`src/rtl/bcim_pkg.sv`:
```
`timescale 1ns / 1ps
// ----------------------------------------------------------------------------
// bcim_pkg
// Shared widths, operation codes and register indexes for the index mapper.
// ----------------------------------------------------------------------------
package bcim_pkg;

  // default field widths
  localparam int unsigned IndexBitsDef = 20;
  localparam int unsigned PartBitsDef  = 10;

  // operation codes carried by func
  typedef enum logic [2:0] {
    FN_BLK_FWD   = 3'd0,
    FN_BLK_INV   = 3'd1,
    FN_PART_SIZE = 3'd2,
    FN_CYC_FWD   = 3'd3,
    FN_CYC_INV   = 3'd4
  } func_e;

  // register indexes on the config port
  localparam logic RegNumParts = 1'b0;
  localparam logic RegTotal    = 1'b1;

endpackage

```
`src/rtl/bcim_cfg.sv`:
```
`timescale 1ns / 1ps
// ----------------------------------------------------------------------------
// bcim_cfg
// Config registers on the apb port, plus a sequencer that derives the block
// layout (entries per partition, remainder, size of the larger partitions).
// ----------------------------------------------------------------------------
module bcim_cfg
  import bcim_pkg::*;
#(
  parameter int unsigned IndexBits = IndexBitsDef,
  parameter int unsigned PartBits  = PartBitsDef,
  parameter int unsigned DataW     = 32,
  parameter int unsigned AddrW     = 3
) (
  input  logic                 clk_i,
  input  logic                 rst_ni,
  input  logic                 psel,
  input  logic                 penable,
  input  logic                 pwrite,
  input  logic [AddrW-1:0]     paddr,
  input  logic [DataW-1:0]     pwdata,
  output logic [DataW-1:0]     prdata,
  output logic                 pready,
  output logic                 busy_o,
  output logic                 bad_o,
  output logic [PartBits:0]    np_o,
  output logic [IndexBits:0]   n_o,
  output logic [IndexBits:0]   l_o,
  output logic [IndexBits:0]   l1_o,
  output logic [PartBits:0]    r_o,
  output logic [IndexBits:0]   b_o
);

  localparam int unsigned CntW = $clog2(IndexBits + 2);

  typedef enum logic [3:0] {
    CS_IDLE = 4'b0001,
    CS_LOAD = 4'b0010,
    CS_DIV  = 4'b0100,
    CS_MUL  = 4'b1000
  } cfg_state_e;

  cfg_state_e state_q, state_d;
  logic [PartBits:0]   np_q;
  logic [IndexBits:0]  n_q;
  logic [IndexBits:0]  dvd_q, quo_q;
  logic [PartBits+1:0] rem_q;
  logic [CntW-1:0]     cnt_q;
  logic [IndexBits:0]  l_q, l1_q, b_q;
  logic [PartBits:0]   r_q;
  logic                wr_en;
  logic [PartBits+1:0] trial;
  logic                trial_ge;
  logic [IndexBits+PartBits+2:0] prod;

  assign pready = 1'b1;
  assign wr_en  = psel & penable & pwrite & pready;

  // register readback
  always_comb begin
    case (paddr[AddrW-1])
      RegNumParts: prdata = DataW'(np_q);
      RegTotal:    prdata = DataW'(n_q);
      default:     prdata = '0;
    endcase
  end

  // config registers
  always_ff @(posedge clk_i or negedge rst_ni) begin
    if (!rst_ni) begin
      np_q <= (PartBits+1)'(1);
      n_q  <= (IndexBits+1)'(1);
    end else if (wr_en) begin
      if (paddr[AddrW-1] == RegNumParts) begin
        np_q <= pwdata[PartBits:0];
      end else begin
        n_q <= pwdata[IndexBits:0];
      end
    end
  end

  // one restoring division step per cycle
  assign trial    = {rem_q[PartBits:0], dvd_q[IndexBits]};
  assign trial_ge = trial >= {1'b0, np_q};
  assign prod     = (IndexBits+PartBits+3)'(l1_q * r_q);

  // any write restarts the sequencer with the new register values
  always_comb begin
    state_d = state_q;
    case (state_q)
      CS_IDLE: if (wr_en) state_d = CS_LOAD;
      CS_LOAD: state_d = CS_DIV;
      CS_DIV:  if (cnt_q == CntW'(IndexBits)) state_d = CS_MUL;
      CS_MUL:  state_d = CS_IDLE;
      default: state_d = CS_IDLE;
    endcase
    if (wr_en) state_d = CS_LOAD;
  end

  always_ff @(posedge clk_i or negedge rst_ni) begin
    if (!rst_ni) begin
      state_q <= CS_IDLE;
      cnt_q   <= '0;
      l_q     <= (IndexBits+1)'(1);
      l1_q    <= (IndexBits+1)'(2);
      r_q     <= '0;
      b_q     <= '0;
    end else begin
      state_q <= state_d;
      case (state_q)
        CS_LOAD: cnt_q <= '0;
        CS_DIV:  cnt_q <= cnt_q + CntW'(1);
        CS_MUL: begin
          l_q  <= quo_q;
          l1_q <= quo_q + (IndexBits+1)'(1);
          r_q  <= rem_q[PartBits:0];
        end
        default: ;
      endcase
      if (state_q == CS_IDLE && l1_q != '0) begin
        b_q <= prod[IndexBits:0];
      end
    end
  end

  // divider datapath
  always_ff @(posedge clk_i) begin
    if (state_q == CS_LOAD) begin
      dvd_q <= n_q;
      quo_q <= '0;
      rem_q <= '0;
    end else if (state_q == CS_DIV) begin
      dvd_q <= {dvd_q[IndexBits-1:0], 1'b0};
      quo_q <= {quo_q[IndexBits-1:0], trial_ge};
      rem_q <= trial_ge ? (trial - {1'b0, np_q}) : trial;
    end
  end

  // the product is refreshed while idle, using the latched layout
  assign busy_o = (state_q != CS_IDLE);
  assign bad_o  = (np_q == '0) || (np_q > {1'b1, {PartBits{1'b0}}}) ||
                  (n_q == '0) || (n_q > {1'b1, {IndexBits{1'b0}}});
  assign np_o   = np_q;
  assign n_o    = n_q;
  assign l_o    = l_q;
  assign l1_o   = l1_q;
  assign r_o    = r_q;
  assign b_o    = b_q;

endmodule

```
`src/rtl/bcim_prep.sv`:
```
`timescale 1ns / 1ps
// ----------------------------------------------------------------------------
// bcim_prep
// Two stages ahead of the divider: range checks, operand selection and the
// multiply for the inverse mappings, then the final add and bound check.
// ----------------------------------------------------------------------------
module bcim_prep
  import bcim_pkg::*;
#(
  parameter int unsigned IndexBits = IndexBitsDef,
  parameter int unsigned PartBits  = PartBitsDef
) (
  input  logic                 clk_i,
  input  logic                 rst_ni,
  input  logic                 vld_i,
  input  logic [2:0]           func_i,
  input  logic [IndexBits-1:0] gi_i,
  input  logic [PartBits-1:0]  p_i,
  input  logic [IndexBits-1:0] li_i,
  input  logic                 bad_i,
  input  logic [PartBits:0]    np_i,
  input  logic [IndexBits:0]   n_i,
  input  logic [IndexBits:0]   l_i,
  input  logic [IndexBits:0]   l1_i,
  input  logic [PartBits:0]    r_i,
  input  logic [IndexBits:0]   b_i,
  output logic                 vld_o,
  output logic [2:0]           func_o,
  output logic                 err_o,
  output logic [IndexBits-1:0] num_o,
  output logic [IndexBits:0]   den_o,
  output logic [PartBits-1:0]  qadd_o,
  output logic [IndexBits-1:0] rx_o,
  output logic [IndexBits:0]   size_o
);

  localparam int unsigned ProdW = IndexBits + PartBits + 2;

  logic gi_ge_n, p_ge_np, p_lt_r, blk_lo;
  logic [IndexBits:0] size;
  logic err_b;
  logic [IndexBits-1:0] num_b;
  logic [IndexBits:0]   den_b;
  logic [PartBits-1:0]  qadd_b;
  logic [IndexBits:0]   ma;
  logic [PartBits:0]    mb;
  logic [IndexBits:0]   base_b;

  logic                 b_vld_q;
  logic [2:0]           b_func_q;
  logic                 b_err_q;
  logic [IndexBits-1:0] b_num_q;
  logic [IndexBits:0]   b_den_q;
  logic [PartBits-1:0]  b_qadd_q;
  logic [ProdW-1:0]     b_prod_q;
  logic [IndexBits:0]   b_base_q;
  logic [IndexBits:0]   b_size_q;

  logic [ProdW-1:0]     sum;

  logic                 c_vld_q;
  logic [2:0]           c_func_q;
  logic                 c_err_q;
  logic [IndexBits-1:0] c_num_q;
  logic [IndexBits:0]   c_den_q;
  logic [PartBits-1:0]  c_qadd_q;
  logic [IndexBits-1:0] c_rx_q;
  logic [IndexBits:0]   c_size_q;

  // range checks
  assign gi_ge_n = {1'b0, gi_i} >= n_i;
  assign p_ge_np = {1'b0, p_i} >= np_i;
  assign p_lt_r  = {1'b0, p_i} < r_i;
  assign blk_lo  = {1'b0, gi_i} < b_i;
  assign size    = p_lt_r ? l1_i : l_i;

  // per-operation error and operand selection
  always_comb begin
    err_b  = 1'b1;
    num_b  = gi_i;
    den_b  = {{(IndexBits-PartBits){1'b0}}, np_i};
    qadd_b = '0;
    ma     = {1'b0, li_i};
    mb     = np_i;
    base_b = (IndexBits+1)'(p_i);
    case (func_i)
      FN_BLK_FWD: begin
        err_b = gi_ge_n;
        if (blk_lo) begin
          den_b = l1_i;
        end else begin
          num_b  = gi_i - b_i[IndexBits-1:0];
          den_b  = l_i;
          qadd_b = r_i[PartBits-1:0];
        end
      end
      FN_BLK_INV: begin
        err_b = p_ge_np || ({1'b0, li_i} >= size);
        if (p_lt_r) begin
          ma     = l1_i;
          mb     = {1'b0, p_i};
          base_b = {1'b0, li_i};
        end else begin
          ma     = l_i;
          mb     = {1'b0, p_i} - r_i;
          base_b = {1'b0, li_i} + b_i;
        end
      end
      FN_PART_SIZE: err_b = p_ge_np;
      FN_CYC_FWD:   err_b = gi_ge_n;
      FN_CYC_INV:   err_b = p_ge_np;
      default:      err_b = 1'b1;
    endcase
    err_b = err_b | bad_i;
  end

  // stage b, with the valid bits of both stages
  always_ff @(posedge clk_i or negedge rst_ni) begin
    if (!rst_ni) begin
      b_vld_q <= 1'b0;
      c_vld_q <= 1'b0;
    end else begin
      b_vld_q <= vld_i;
      c_vld_q <= b_vld_q;
    end
  end

  always_ff @(posedge clk_i) begin
    b_func_q <= func_i;
    b_err_q  <= err_b;
    b_num_q  <= num_b;
    b_den_q  <= den_b;
    b_qadd_q <= qadd_b;
    b_prod_q <= ProdW'(ma * mb);
    b_base_q <= base_b;
    b_size_q <= size;
  end

  // stage c: inverse index and its bound
  assign sum = b_prod_q + ProdW'(b_base_q);

  always_ff @(posedge clk_i) begin
    c_func_q <= b_func_q;
    c_err_q  <= b_err_q ||
                (b_func_q == FN_CYC_INV && sum >= ProdW'(n_i));
    c_num_q  <= b_num_q;
    c_den_q  <= b_den_q;
    c_qadd_q <= b_qadd_q;
    c_rx_q   <= sum[IndexBits-1:0];
    c_size_q <= b_size_q;
  end

  assign vld_o  = c_vld_q;
  assign func_o = c_func_q;
  assign err_o  = c_err_q;
  assign num_o  = c_num_q;
  assign den_o  = c_den_q;
  assign qadd_o = c_qadd_q;
  assign rx_o   = c_rx_q;
  assign size_o = c_size_q;

endmodule

```
`src/rtl/bcim_div.sv`:
```
`timescale 1ns / 1ps
// ----------------------------------------------------------------------------
// bcim_div
// Pipelined restoring divider, one quotient bit per stage, with a sideband
// word that travels alongside each item.
// ----------------------------------------------------------------------------
module bcim_div
  import bcim_pkg::*;
#(
  parameter int unsigned NumW = IndexBitsDef,
  parameter int unsigned DenW = IndexBitsDef + 1,
  parameter int unsigned SbW  = 8
) (
  input  logic            clk_i,
  input  logic            rst_ni,
  input  logic            vld_i,
  input  logic [NumW-1:0] num_i,
  input  logic [DenW-1:0] den_i,
  input  logic [SbW-1:0]  sb_i,
  output logic            vld_o,
  output logic [NumW-1:0] quo_o,
  output logic [DenW-1:0] rem_o,
  output logic [SbW-1:0]  sb_o
);

  logic            vld_q [NumW];
  logic [NumW-1:0] num_q [NumW];
  logic [NumW-1:0] quo_q [NumW];
  logic [DenW-1:0] rem_q [NumW];
  logic [DenW-1:0] den_q [NumW];
  logic [SbW-1:0]  sb_q  [NumW];

  for (genvar s = 0; s < NumW; s++) begin : g_stage
    logic            vld_in;
    logic [NumW-1:0] num_in, quo_in;
    logic [DenW-1:0] rem_in, den_in;
    logic [SbW-1:0]  sb_in;
    logic [DenW:0]   trial;
    logic            ge;

    if (s == 0) begin : g_first
      assign vld_in = vld_i;
      assign num_in = num_i;
      assign quo_in = '0;
      assign rem_in = '0;
      assign den_in = den_i;
      assign sb_in  = sb_i;
    end else begin : g_next
      assign vld_in = vld_q[s-1];
      assign num_in = num_q[s-1];
      assign quo_in = quo_q[s-1];
      assign rem_in = rem_q[s-1];
      assign den_in = den_q[s-1];
      assign sb_in  = sb_q[s-1];
    end

    // bring down the next dividend bit and try a subtract
    assign trial = {rem_in, num_in[NumW-1]};
    assign ge    = trial >= {1'b0, den_in};

    always_ff @(posedge clk_i or negedge rst_ni) begin
      if (!rst_ni) begin
        vld_q[s] <= 1'b0;
      end else begin
        vld_q[s] <= vld_in;
      end
    end

    always_ff @(posedge clk_i) begin
      num_q[s] <= num_in << 1;
      quo_q[s] <= {quo_in[NumW-2:0], ge};
      rem_q[s] <= ge ? DenW'(trial - {1'b0, den_in}) : trial[DenW-1:0];
      den_q[s] <= den_in;
      sb_q[s]  <= sb_in;
    end
  end

  assign vld_o = vld_q[NumW-1];
  assign quo_o = quo_q[NumW-1];
  assign rem_o = rem_q[NumW-1];
  assign sb_o  = sb_q[NumW-1];

endmodule

```
`src/rtl/block_cyclic_index_mapping.sv`:
```
`timescale 1ns / 1ps
// ----------------------------------------------------------------------------
// block_cyclic_index_mapping
// Index mapper for block and cyclic distribution of an array over partitions.
// ----------------------------------------------------------------------------
// Usage:
//   The partition count and the total entry count are written over the apb
//   port. Each write starts a layout sequencer (one restoring division step
//   per cycle, then a multiply); a later write restarts it. busy is high
//   while it runs and no item is taken.
//   An item (func, index, part, offset) is taken at a clock edge with start
//   high and busy low. While busy is low items may follow every cycle:
//   throughput is one item per clock, set by the pipelined divider with
//   one stage per index bit. Each item gives exactly one result, shown for
//   one cycle with done high, after the prep, divider and output registers.
//   The receiver cannot stall, so results leave in order with no backpressure.
//   Reset restores one partition and one entry and empties the pipeline.
// ----------------------------------------------------------------------------
module block_cyclic_index_mapping
  import bcim_pkg::*;
#(
  parameter int unsigned IndexBits = IndexBitsDef,
  parameter int unsigned PartBits  = PartBitsDef,
  localparam int unsigned DataW    = (IndexBits + 1 > 32) ? 64 : 32,
  localparam int unsigned AddrW    = (DataW == 64) ? 4 : 3
) (
  input  logic                 clk_i,
  input  logic                 rst_ni,
  input  logic                 psel,
  input  logic                 penable,
  input  logic                 pwrite,
  input  logic [AddrW-1:0]     paddr,
  input  logic [DataW-1:0]     pwdata,
  output logic [DataW-1:0]     prdata,
  output logic                 pready,
  input  logic                 start,
  output logic                 busy,
  input  logic [2:0]           func_i,
  input  logic [IndexBits-1:0] index_i,
  input  logic [PartBits-1:0]  part_i,
  input  logic [IndexBits-1:0] offset_i,
  output logic                 done_o,
  output logic [PartBits-1:0]  out_part_o,
  output logic [IndexBits-1:0] out_offset_o,
  output logic [IndexBits-1:0] out_index_o,
  output logic [IndexBits:0]   part_size_o,
  output logic                 error_o
);

  localparam int unsigned SbW = 3 + 1 + PartBits + IndexBits + IndexBits + 1;

  logic                 bad;
  logic [PartBits:0]    np, r;
  logic [IndexBits:0]   n, l, l1, b;

  logic                 a_vld_q;
  logic [2:0]           a_func_q;
  logic [IndexBits-1:0] a_gi_q, a_li_q;
  logic [PartBits-1:0]  a_p_q;

  logic                 c_vld;
  logic [2:0]           c_func;
  logic                 c_err;
  logic [IndexBits-1:0] c_num, c_rx;
  logic [IndexBits:0]   c_den, c_size;
  logic [PartBits-1:0]  c_qadd;

  logic                 d_vld;
  logic [IndexBits-1:0] d_quo;
  logic [IndexBits:0]   d_rem;
  logic [SbW-1:0]       d_sb;
  logic [2:0]           d_func;
  logic                 d_err;
  logic [PartBits-1:0]  d_qadd;
  logic [IndexBits-1:0] d_rx;
  logic [IndexBits:0]   d_size;

  logic                 done_q, err_q;
  logic [PartBits-1:0]  part_d, part_q;
  logic [IndexBits-1:0] offs_d, offs_q, idx_d, idx_q;
  logic [IndexBits:0]   size_d, size_q;

  bcim_cfg #(
    .IndexBits(IndexBits),
    .PartBits (PartBits),
    .DataW    (DataW),
    .AddrW    (AddrW)
  ) u_cfg (
    .clk_i  (clk_i),
    .rst_ni (rst_ni),
    .psel   (psel),
    .penable(penable),
    .pwrite (pwrite),
    .paddr  (paddr),
    .pwdata (pwdata),
    .prdata (prdata),
    .pready (pready),
    .busy_o (busy),
    .bad_o  (bad),
    .np_o   (np),
    .n_o    (n),
    .l_o    (l),
    .l1_o   (l1),
    .r_o    (r),
    .b_o    (b)
  );

  // input register
  always_ff @(posedge clk_i or negedge rst_ni) begin
    if (!rst_ni) begin
      a_vld_q <= 1'b0;
    end else begin
      a_vld_q <= start & ~busy;
    end
  end

  always_ff @(posedge clk_i) begin
    a_func_q <= func_i;
    a_gi_q   <= index_i;
    a_p_q    <= part_i;
    a_li_q   <= offset_i;
  end

  bcim_prep #(
    .IndexBits(IndexBits),
    .PartBits (PartBits)
  ) u_prep (
    .clk_i (clk_i),
    .rst_ni(rst_ni),
    .vld_i (a_vld_q),
    .func_i(a_func_q),
    .gi_i  (a_gi_q),
    .p_i   (a_p_q),
    .li_i  (a_li_q),
    .bad_i (bad),
    .np_i  (np),
    .n_i   (n),
    .l_i   (l),
    .l1_i  (l1),
    .r_i   (r),
    .b_i   (b),
    .vld_o (c_vld),
    .func_o(c_func),
    .err_o (c_err),
    .num_o (c_num),
    .den_o (c_den),
    .qadd_o(c_qadd),
    .rx_o  (c_rx),
    .size_o(c_size)
  );

  bcim_div #(
    .NumW(IndexBits),
    .DenW(IndexBits + 1),
    .SbW (SbW)
  ) u_div (
    .clk_i (clk_i),
    .rst_ni(rst_ni),
    .vld_i (c_vld),
    .num_i (c_num),
    .den_i (c_den),
    .sb_i  ({c_func, c_err, c_qadd, c_rx, c_size}),
    .vld_o (d_vld),
    .quo_o (d_quo),
    .rem_o (d_rem),
    .sb_o  (d_sb)
  );

  assign {d_func, d_err, d_qadd, d_rx, d_size} = d_sb;

  // result select, zeroed on error
  always_comb begin
    part_d = '0;
    offs_d = '0;
    idx_d  = '0;
    size_d = '0;
    case (d_func)
      FN_BLK_FWD: begin
        part_d = d_qadd + d_quo[PartBits-1:0];
        offs_d = d_rem[IndexBits-1:0];
      end
      FN_BLK_INV:   idx_d  = d_rx;
      FN_PART_SIZE: size_d = d_size;
      FN_CYC_FWD: begin
        part_d = d_rem[PartBits-1:0];
        offs_d = d_quo;
      end
      FN_CYC_INV:   idx_d  = d_rx;
      default: ;
    endcase
    if (d_err) begin
      part_d = '0;
      offs_d = '0;
      idx_d  = '0;
      size_d = '0;
    end
  end

  // output register
  always_ff @(posedge clk_i or negedge rst_ni) begin
    if (!rst_ni) begin
      done_q <= 1'b0;
    end else begin
      done_q <= d_vld;
    end
  end

  always_ff @(posedge clk_i) begin
    part_q <= part_d;
    offs_q <= offs_d;
    idx_q  <= idx_d;
    size_q <= size_d;
    err_q  <= d_err;
  end

  assign done_o       = done_q;
  assign out_part_o   = part_q;
  assign out_offset_o = offs_q;
  assign out_index_o  = idx_q;
  assign part_size_o  = size_q;
  assign error_o      = err_q;

endmodule

```
`config.mk`:
```
export PLATFORM = sky130hd
export DESIGN_NAME = block_cyclic_index_mapping
export DESIGN_NICKNAME = d
export VERILOG_FILES = /design/src/rtl/bcim_pkg.sv /design/src/rtl/bcim_cfg.sv /design/src/rtl/bcim_prep.sv /design/src/rtl/bcim_div.sv /design/src/rtl/block_cyclic_index_mapping.sv
export SDC_FILE = /design/constraint.sdc
export NUM_CORES = 2
export LEC_CHECK = 0
export BUFFER_PORTS_ARGS = -buffer_cell sky130_fd_sc_hd__buf_4
export CORE_ASPECT_RATIO = 1.4
export CORE_UTILIZATION = 28
export CTS_BUF_LIST = sky130_fd_sc_hd__clkbuf_2 sky130_fd_sc_hd__clkbuf_4 sky130_fd_sc_hd__clkbuf_8
export DETAILED_ROUTE_END_ITERATION = 10
export GPL_ROUTABILITY_DRIVEN = 1
export PLACE_DENSITY_LB_ADDON = 0.3
export SYNTH_ARGS = -nofsm -noshare
export SYNTH_HDL_FRONTEND = slang
export SYNTH_HIERARCHICAL = 1
export SYNTH_SLANG_ARGS = --single-unit
```
`constraint.sdc`:
```
create_clock -name clk_i -period 13.7 [get_ports clk_i]
set_input_delay 2.74 -clock clk_i [delete_from_list [all_inputs] [get_ports clk_i]]
set_output_delay 2.74 -clock clk_i [all_outputs]
set_load 0.01 [all_outputs]
```
==> Yosys cells after proc, flatten, opt, wreduce, memory -nomap -nowiden <==
Memory sizes are Yosys's and may differ from the RTL's.
Index checks and enable logic that the tools add are counted.
{ "op_classes": {"add_sub_neg": 28, "n_mul": 2, "order_cmp": 29, "eq_ne": 17, "n_mux": 41, "n_bitwise": 10, "reduce_logical": 23} }
{ "op_table": {"columns": ["op", "count"], "rows": [
  ["$mux W21", 25],
  ["$ge A22 B21 Y1", 19],
  ["$sub A21 B21 Y21", 19],
  ["$pmux W32 S2", 1],
  ["$mux W20", 3],
  ["$mux W11", 4],
  ["$ge A20 B21 Y1", 2],
  ["$pmux W20 S2", 1],
  ["$add A32 B21 Y32", 1],
  ["$ge A32 B21 Y1", 1],
  ["$mul A21 B11 Y32", 1],
  ["$add A20 B21 Y21", 1],
  ["$add A21 B1 Y21 const B", 1],
  ["$ge A1 B21 Y1", 1],
  ["$gt A21 B21 Y1 const B", 1],
  ["$logic_not A21 Y1", 1],
  ["$lt A20 B21 Y1", 1],
  ["$mul A21 B11 Y21", 1],
  ["$reduce_bool A21 Y1", 1],
  ["$sub A1 B21 Y21", 1],
  ["$pmux W10 S2", 1],
  ["$sub A20 B20 Y20", 1],
  ["$reduce_or A2 Y1", 7],
  ["$eq A3 B2 Y1 const B", 4],
  ["other kinds (32)", 51]
]} }
{ "word_totals": {"regBits": 542, "mem_bits_rw": 2720, "in_bits": 94, "output_inout_bits": 107, "elab_cells": 217, "memories": 5} }
{ "mem_list": {"columns": ["memory", "depth", "word_bits", "rd", "rd_ports_with_merged_regs", "wr", "line_no", "source"], "rows": [
  ["u_div.sb_q", 20, 55, 20, 0, 20, "bcim_div.sv:31", "logic [SbW-1:0] sb_q [NumW];"],
  ["u_div.den_q", 20, 21, 19, 0, 20, "bcim_div.sv:30", "logic [DenW-1:0] den_q [NumW];"],
  ["u_div.rem_q", 20, 21, 20, 0, 20, "bcim_div.sv:29", "logic [DenW-1:0] rem_q [NumW];"],
  ["u_div.quo_q", 20, 20, 20, 0, 20, "bcim_div.sv:28", "logic [NumW-1:0] quo_q [NumW];"],
  ["u_div.num_q", 20, 19, 19, 0, 20, "bcim_div.sv:27", "logic [NumW-1:0] num_q [NumW];"]
]} }

==> Depth between registers and ports, before layout <==
{ "depth": {"ltp_word": 6, "depth_mapped": 32, "ltp_nobuf": 31} }

==> Cells and area by module <==
The synthesis kept the hierarchy.
{ "modules_own_cells": {"columns": ["module", "n_inst", "cells_each", "area_per_inst_um2", "seq_area_each_um2"], "rows": [
  ["bcim_div", 1, 6105, 72524.6, 46925.0],
  ["bcim_prep", 1, 2035, 18521.5, 4554.4],
  ["bcim_cfg", 1, 1293, 12575.8, 4155.2],
  ["block_cyclic_index_mapping", 1, 304, 3681.0, 2552.4]
]} }

==> Worst setup path before layout <==
Ideal clock, no wire load.
{ "synth_timing": {"path_kind": "register to register", "start": "register u_cfg.r_q[1], in the netlist u_cfg/r_o[1]", "end": "register u_prep.b_prod_q[20]", "arrival_time_ps": 7329, "required_time_ps": 13621, "path_slack_ps": 6292, "stages_incl_launch_ff": 30, "path_buffers": 3, "synth_period_minus_slack_ps": 7408, "cell_sequence": "dfrtp_1 > inv_1 > ha_1 > nor2b_1 > o21ai_0 > a21boi_0 > o31ai_1 > a21oi_1 > a31oi_4 > buf_4 > mux2i_1 > o21ai_0 > buf_2 > buf_2 > nand2_1 > fa_1 > fa_1 > fa_1 > inv_1 > fa_1 > fa_1 > ha_1 > or3_1 > o211ai_1 > a21boi_0 > o21a_1 > o21ai_0 > a211o_1 > or4b_2 > o211ai_1"} }
{ "synth_between": {"elab_chain_cells": 4, "elab_cells_between_ends": 7, "classes_between": "add/sub: 1; mul: 1; order compare: 1; mux: 4"} }
{ "synth_lines": {"columns": ["element", "line_no", "source"], "rows": [
  ["from (decl)", "bcim_cfg.sv:50", "logic [PartBits:0] r_q;"],
  ["from (signal assigned)", "bcim_cfg.sv:116", "r_q <= rem_q[PartBits:0];"],
  ["$sub A10 B11 Y11 or $lt A10 B11 Y1 (tied branches)", "bcim_prep.sv:105, bcim_prep.sv:73", null],
  ["$mux W11 or $mux W21 (tied branches)", "bcim_prep.sv:99", "if (p_lt_r) begin"],
  ["$mux W11 or $mux W21 (tied branches)", "bcim_prep.sv:86", "case (func_i)"],
  ["$mul A21 B11 Y32 (*)", "bcim_prep.sv:134", "b_prod_q <= ProdW'(ma * mb);"],
  ["to (signal assigned)", "bcim_prep.sv:134", null],
  ["to (decl)", "bcim_prep.sv:55", "logic [ProdW-1:0] b_prod_q;"]
]} }
Mark *: on every way between the ends. The rest lies on a longest branch, timed or not.
A chain may end at the register's enable or synchronous reset.

==> Final worst setup path <==
{ "layout_timing": {"start": "register u_cfg.r_q[1], in the netlist u_cfg/r_o[1]", "end": "register u_prep.b_prod_q[30]"} }
The elaborated chain is that of the path after synthesis.

==> impl_metrics.py <==
metrics = {
    "global_route": {
        "grt_usage": 0.133,
        "antenna_found_initial": 14,
        "grt_max_degree": 95,
        "grt.overflow.total": 0,
        "grt_pass1_wl_microns": 396000,
        "first_global_vias": 70700,
    },
    "sta": {
        "rsz0062_at_grt": "false",
        "holdWs_ns": 0.247,
        "final-max-slew-violation-count": 0,
        "tns_ns": 0,
        "finClkSkew_ns": 0.109,
        "finalSetupViolations": 0,
        "tightest_slew_ns": 1.24,
        "relSlewSlack": 0.165,
        "finalCriticalPeriod_ns": 9.82,
        "fin_crit_sh": 0.717,
        "hold_viol_final": 0,
        "fmax_mhz": 102,
    },
    "cells_and_area": {
        "fin_cells": 15600,
        "final_nets": 11300,
        "fill_cells": 38800,
        "drive_gt1_frac": 0.129,
        "syn_to_final_growth_pct": 16.4,
        "stdcell_area_sq_um": 125000,
    },
    "floorplanning": {
        "die_h_microns": 734,
        "row_count": 268,
        "core_sq_um": 381000,
        "die_x_microns": 525,
        "ios": 201,
        "die-area_sq_um": 386000,
        "start_util": 0.282,
    },
    "critical_path": {
        "cp_slowest_stage_delay_ns": 0.98,
        "crit_arrival_ns": 10.82,
        "path_class": "reg2reg",
        "cp_max_fo": 38,
        "cp_common_cell": "fa_1",
        "cp_data_required_time_ns": 14.70,
        "slowest_stage": "mux2i_1",
        "reg2reg_from": "u_cfg/r_o[1]",
        "reg2reg_to": "u_prep/b_prod_q[30]",
        "critical_path.top_delay_family": "compound AO/OA/AOI/OAI gates",
        "startpoint_type": "flip-flop",
        "rr_worst_depth": 29,
        "crit_path_end_kind": "flip-flop",
        "crit_buf_inv": 4,
        "reg2reg_slack_ns": 3.88,
    },
    "clocking": {
        "cts_hold_buf": 0,
        "cts_tree": "done",
        "cts_resized": 0,
        "clk_path_buf_depth": 4,
        "cts.sinks": 2860,
        "h-tree-depth": 5,
        "clkTransAtPathRegs_ns": 0.06,
        "clk_latency_ns": 1.12,
        "clock-root-buffer": "clkbuf_8",
        "cts_made_buffers": 445,
        "cts_setup_buffers": 0,
    },
    "routing": {
        "post_drt_wl_per_cell_microns": 16.7,
        "drc_errors": 0,
        "routed_wl_microns": 259000,
        "vias": 67800,
        "antenna_left": 0,
        "drt_iter0_drc": 2769,
        "drt_first_pass_iters": 5,
        "vias_per_cell": 4.36,
    },
    "synthesis": {
        "synth_area_per_cell_sq_um": 11.0,
        "synthCells": 9730,
        "synth_area_sq_um": 107000,
        "synth_warnings": 6,
    },
    "placement": {
        "post_dp_cell_area_sq_um": 114000,
        "place_inst": 14700,
        "place.detailed.hpwl_microns": 199000,
        "gp_congestion": 0.904,
        "numPortBuffers": 175,
    },
    "power": {
        "cellPowerDensity_nw_per_um2": 247,
        "power.leakage_nw": 53.6,
        "ir_worst_vdd_uv": 343,
    },
    "worst_hold_path": {
        "hp-class": "reg2reg",
        "holdPathStages": 0,
        "hp-start": "u_div/sb_q[17][22]",
        "hold_end": "u_div/sb_q[18][22]",
    },
    "run_status": {
        "status": "completed",
    },
    "run": {
        "max_cap_viol_count": 0,
    },
}
==> cell usage in the layout (no fill, tap or decap), types with 26 or more instances in the layout <==
master / count
dfxtp_1: 2700
inv_1: 962
nand2_1: 707
ha_1: 674
clkbuf_8: 579
a21oi_1: 486
nor2_1: 442
o21ai_0: 327
fa_1: 315
buf_4: 269
xnor2_1: 258
a21o_1: 223
and2_1: 197
xor2_1: 194
dfrtp_1: 134
mux2_1: 132
mux2_2: 126
clkbuf_4: 121
nor3_1: 110
nand3_1: 109
nand4_1: 93
o21ai_1: 92
mux2i_1: 86
nor2b_1: 78
clkinv_2: 69
a31oi_1: 67
o21a_1: 65
o21bai_1: 65
a211oi_1: 61
nand2b_1: 54
and3_1: 53
nor4_1: 51
o31ai_1: 42
o211ai_1: 41
or3_1: 31
a211o_1: 26
==> state kept, by name, summed over array words and instances, names as in the netlist, 21 cells and up <==
| name | flops |
|---|---|
| u_prep/size_o | 21 |
| u_prep/b_prod_q | 32 |
| u_prep/den_o | 21 |
| u_cfg/b_o | 21 |
| u_div/sb_q | 1100 |
| u_div/num_q | 190 |
| u_cfg/dvd_q | 21 |
| u_prep/b_base_q | 21 |
| u_div/quo_q | 210 |
| u_cfg/n_o | 21 |
| u_prep/b_den_q | 21 |
| u_prep/b_size_q | 21 |
| u_div/rem_q | 419 |
| part_size_o | 21 |
| u_cfg/quo_q | 21 |
| u_cfg/l1_o | 21 |
| u_div/den_q | 399 |
| u_cfg/l_o | 21 |
==> how the worst max path moves through the flow <==
stage,startpoint,cells after the start,endpoint,slack (ns)
floorplan,u_cfg/r_o[1],29,u_prep/b_prod_q[20],6.29
CTS,u_cfg/r_o[1],29,u_prep/b_prod_q[30],3.81
global placement,u_cfg/r_o[1],30,u_prep/b_prod_q[30],3.80
finish,u_cfg/r_o[1],29,u_prep/b_prod_q[30],3.88
global route,u_cfg/r_o[1],29,u_prep/b_prod_q[30],3.36
detailed placement,u_cfg/r_o[1],29,u_prep/b_prod_q[30],3.82
==> power by group <==
group	switching [mW]	internal [mW]	leakage (nW)
Combinational	6.75	5.13	23.8
Sequential	0.760	10.3	24.3
Clock	3.32	4.62	5.51
Total	10.8	20.0	53.6
==> per-layer routing <==
| layer | routed length, microns | vias up | track usage | share of wire |
|---|---|---|---|---|
| met5 | 15 | - | 0 | 0.000058 |
| met4 | 20200 | 2 | 0.0987 | 0.078 |
| met3 | 10500 | 691 | 0.0209 | 0.041 |
| met2 | 138000 | 1451 | 0.258 | 0.53 |
| met1 | 90200 | 32000 | 0.123 | 0.35 |
| li1 | - | 33700 | - | - |
==> cell type report <==
type,count,area [sq um],area share
inverters,970,3640,0.0292
repair buffers,270,2030,0.0163
diodes,7,17.5,0.000140
well taps,4995,6250,0.0501
flip-flops and latches,2860,58200,0.466
multi-input cells,5643,44400,0.355
clock buffers,700,8880,0.0711
clock inverters,122,1500,0.0120
==> through the flow <==
step	power [mW]	setup slack, ns	util
3_5_place_dp	23.1	3.82	0.300
6_report	30.8	3.88	0.328
5_1_grt	33.2	3.36	0.328
2_1_floorplan	20.0	6.29	-
4_1_cts	31.3	3.81	0.328
3_3_place_gp	23.0	3.80	0.300
==> worst reg2reg max path, delay by kind of cell (launching register included) <==
| family | cells | cell delay, ns |
|---|---|---|
| flip-flops | 1 | 0.32 |
| XOR/XNOR | 1 | 0.16 |
| multiplexers | 1 | 1.04 |
| AO/OA/AOI/OAI | 13 | 3.52 |
| AND/OR/NAND/NOR | 3 | 0.37 |
| adder cells (fa/ha/maj) | 7 | 3.07 |
| buffers and inverters | 4 | 1.25 |
Power figures use the tool's default switching activity.
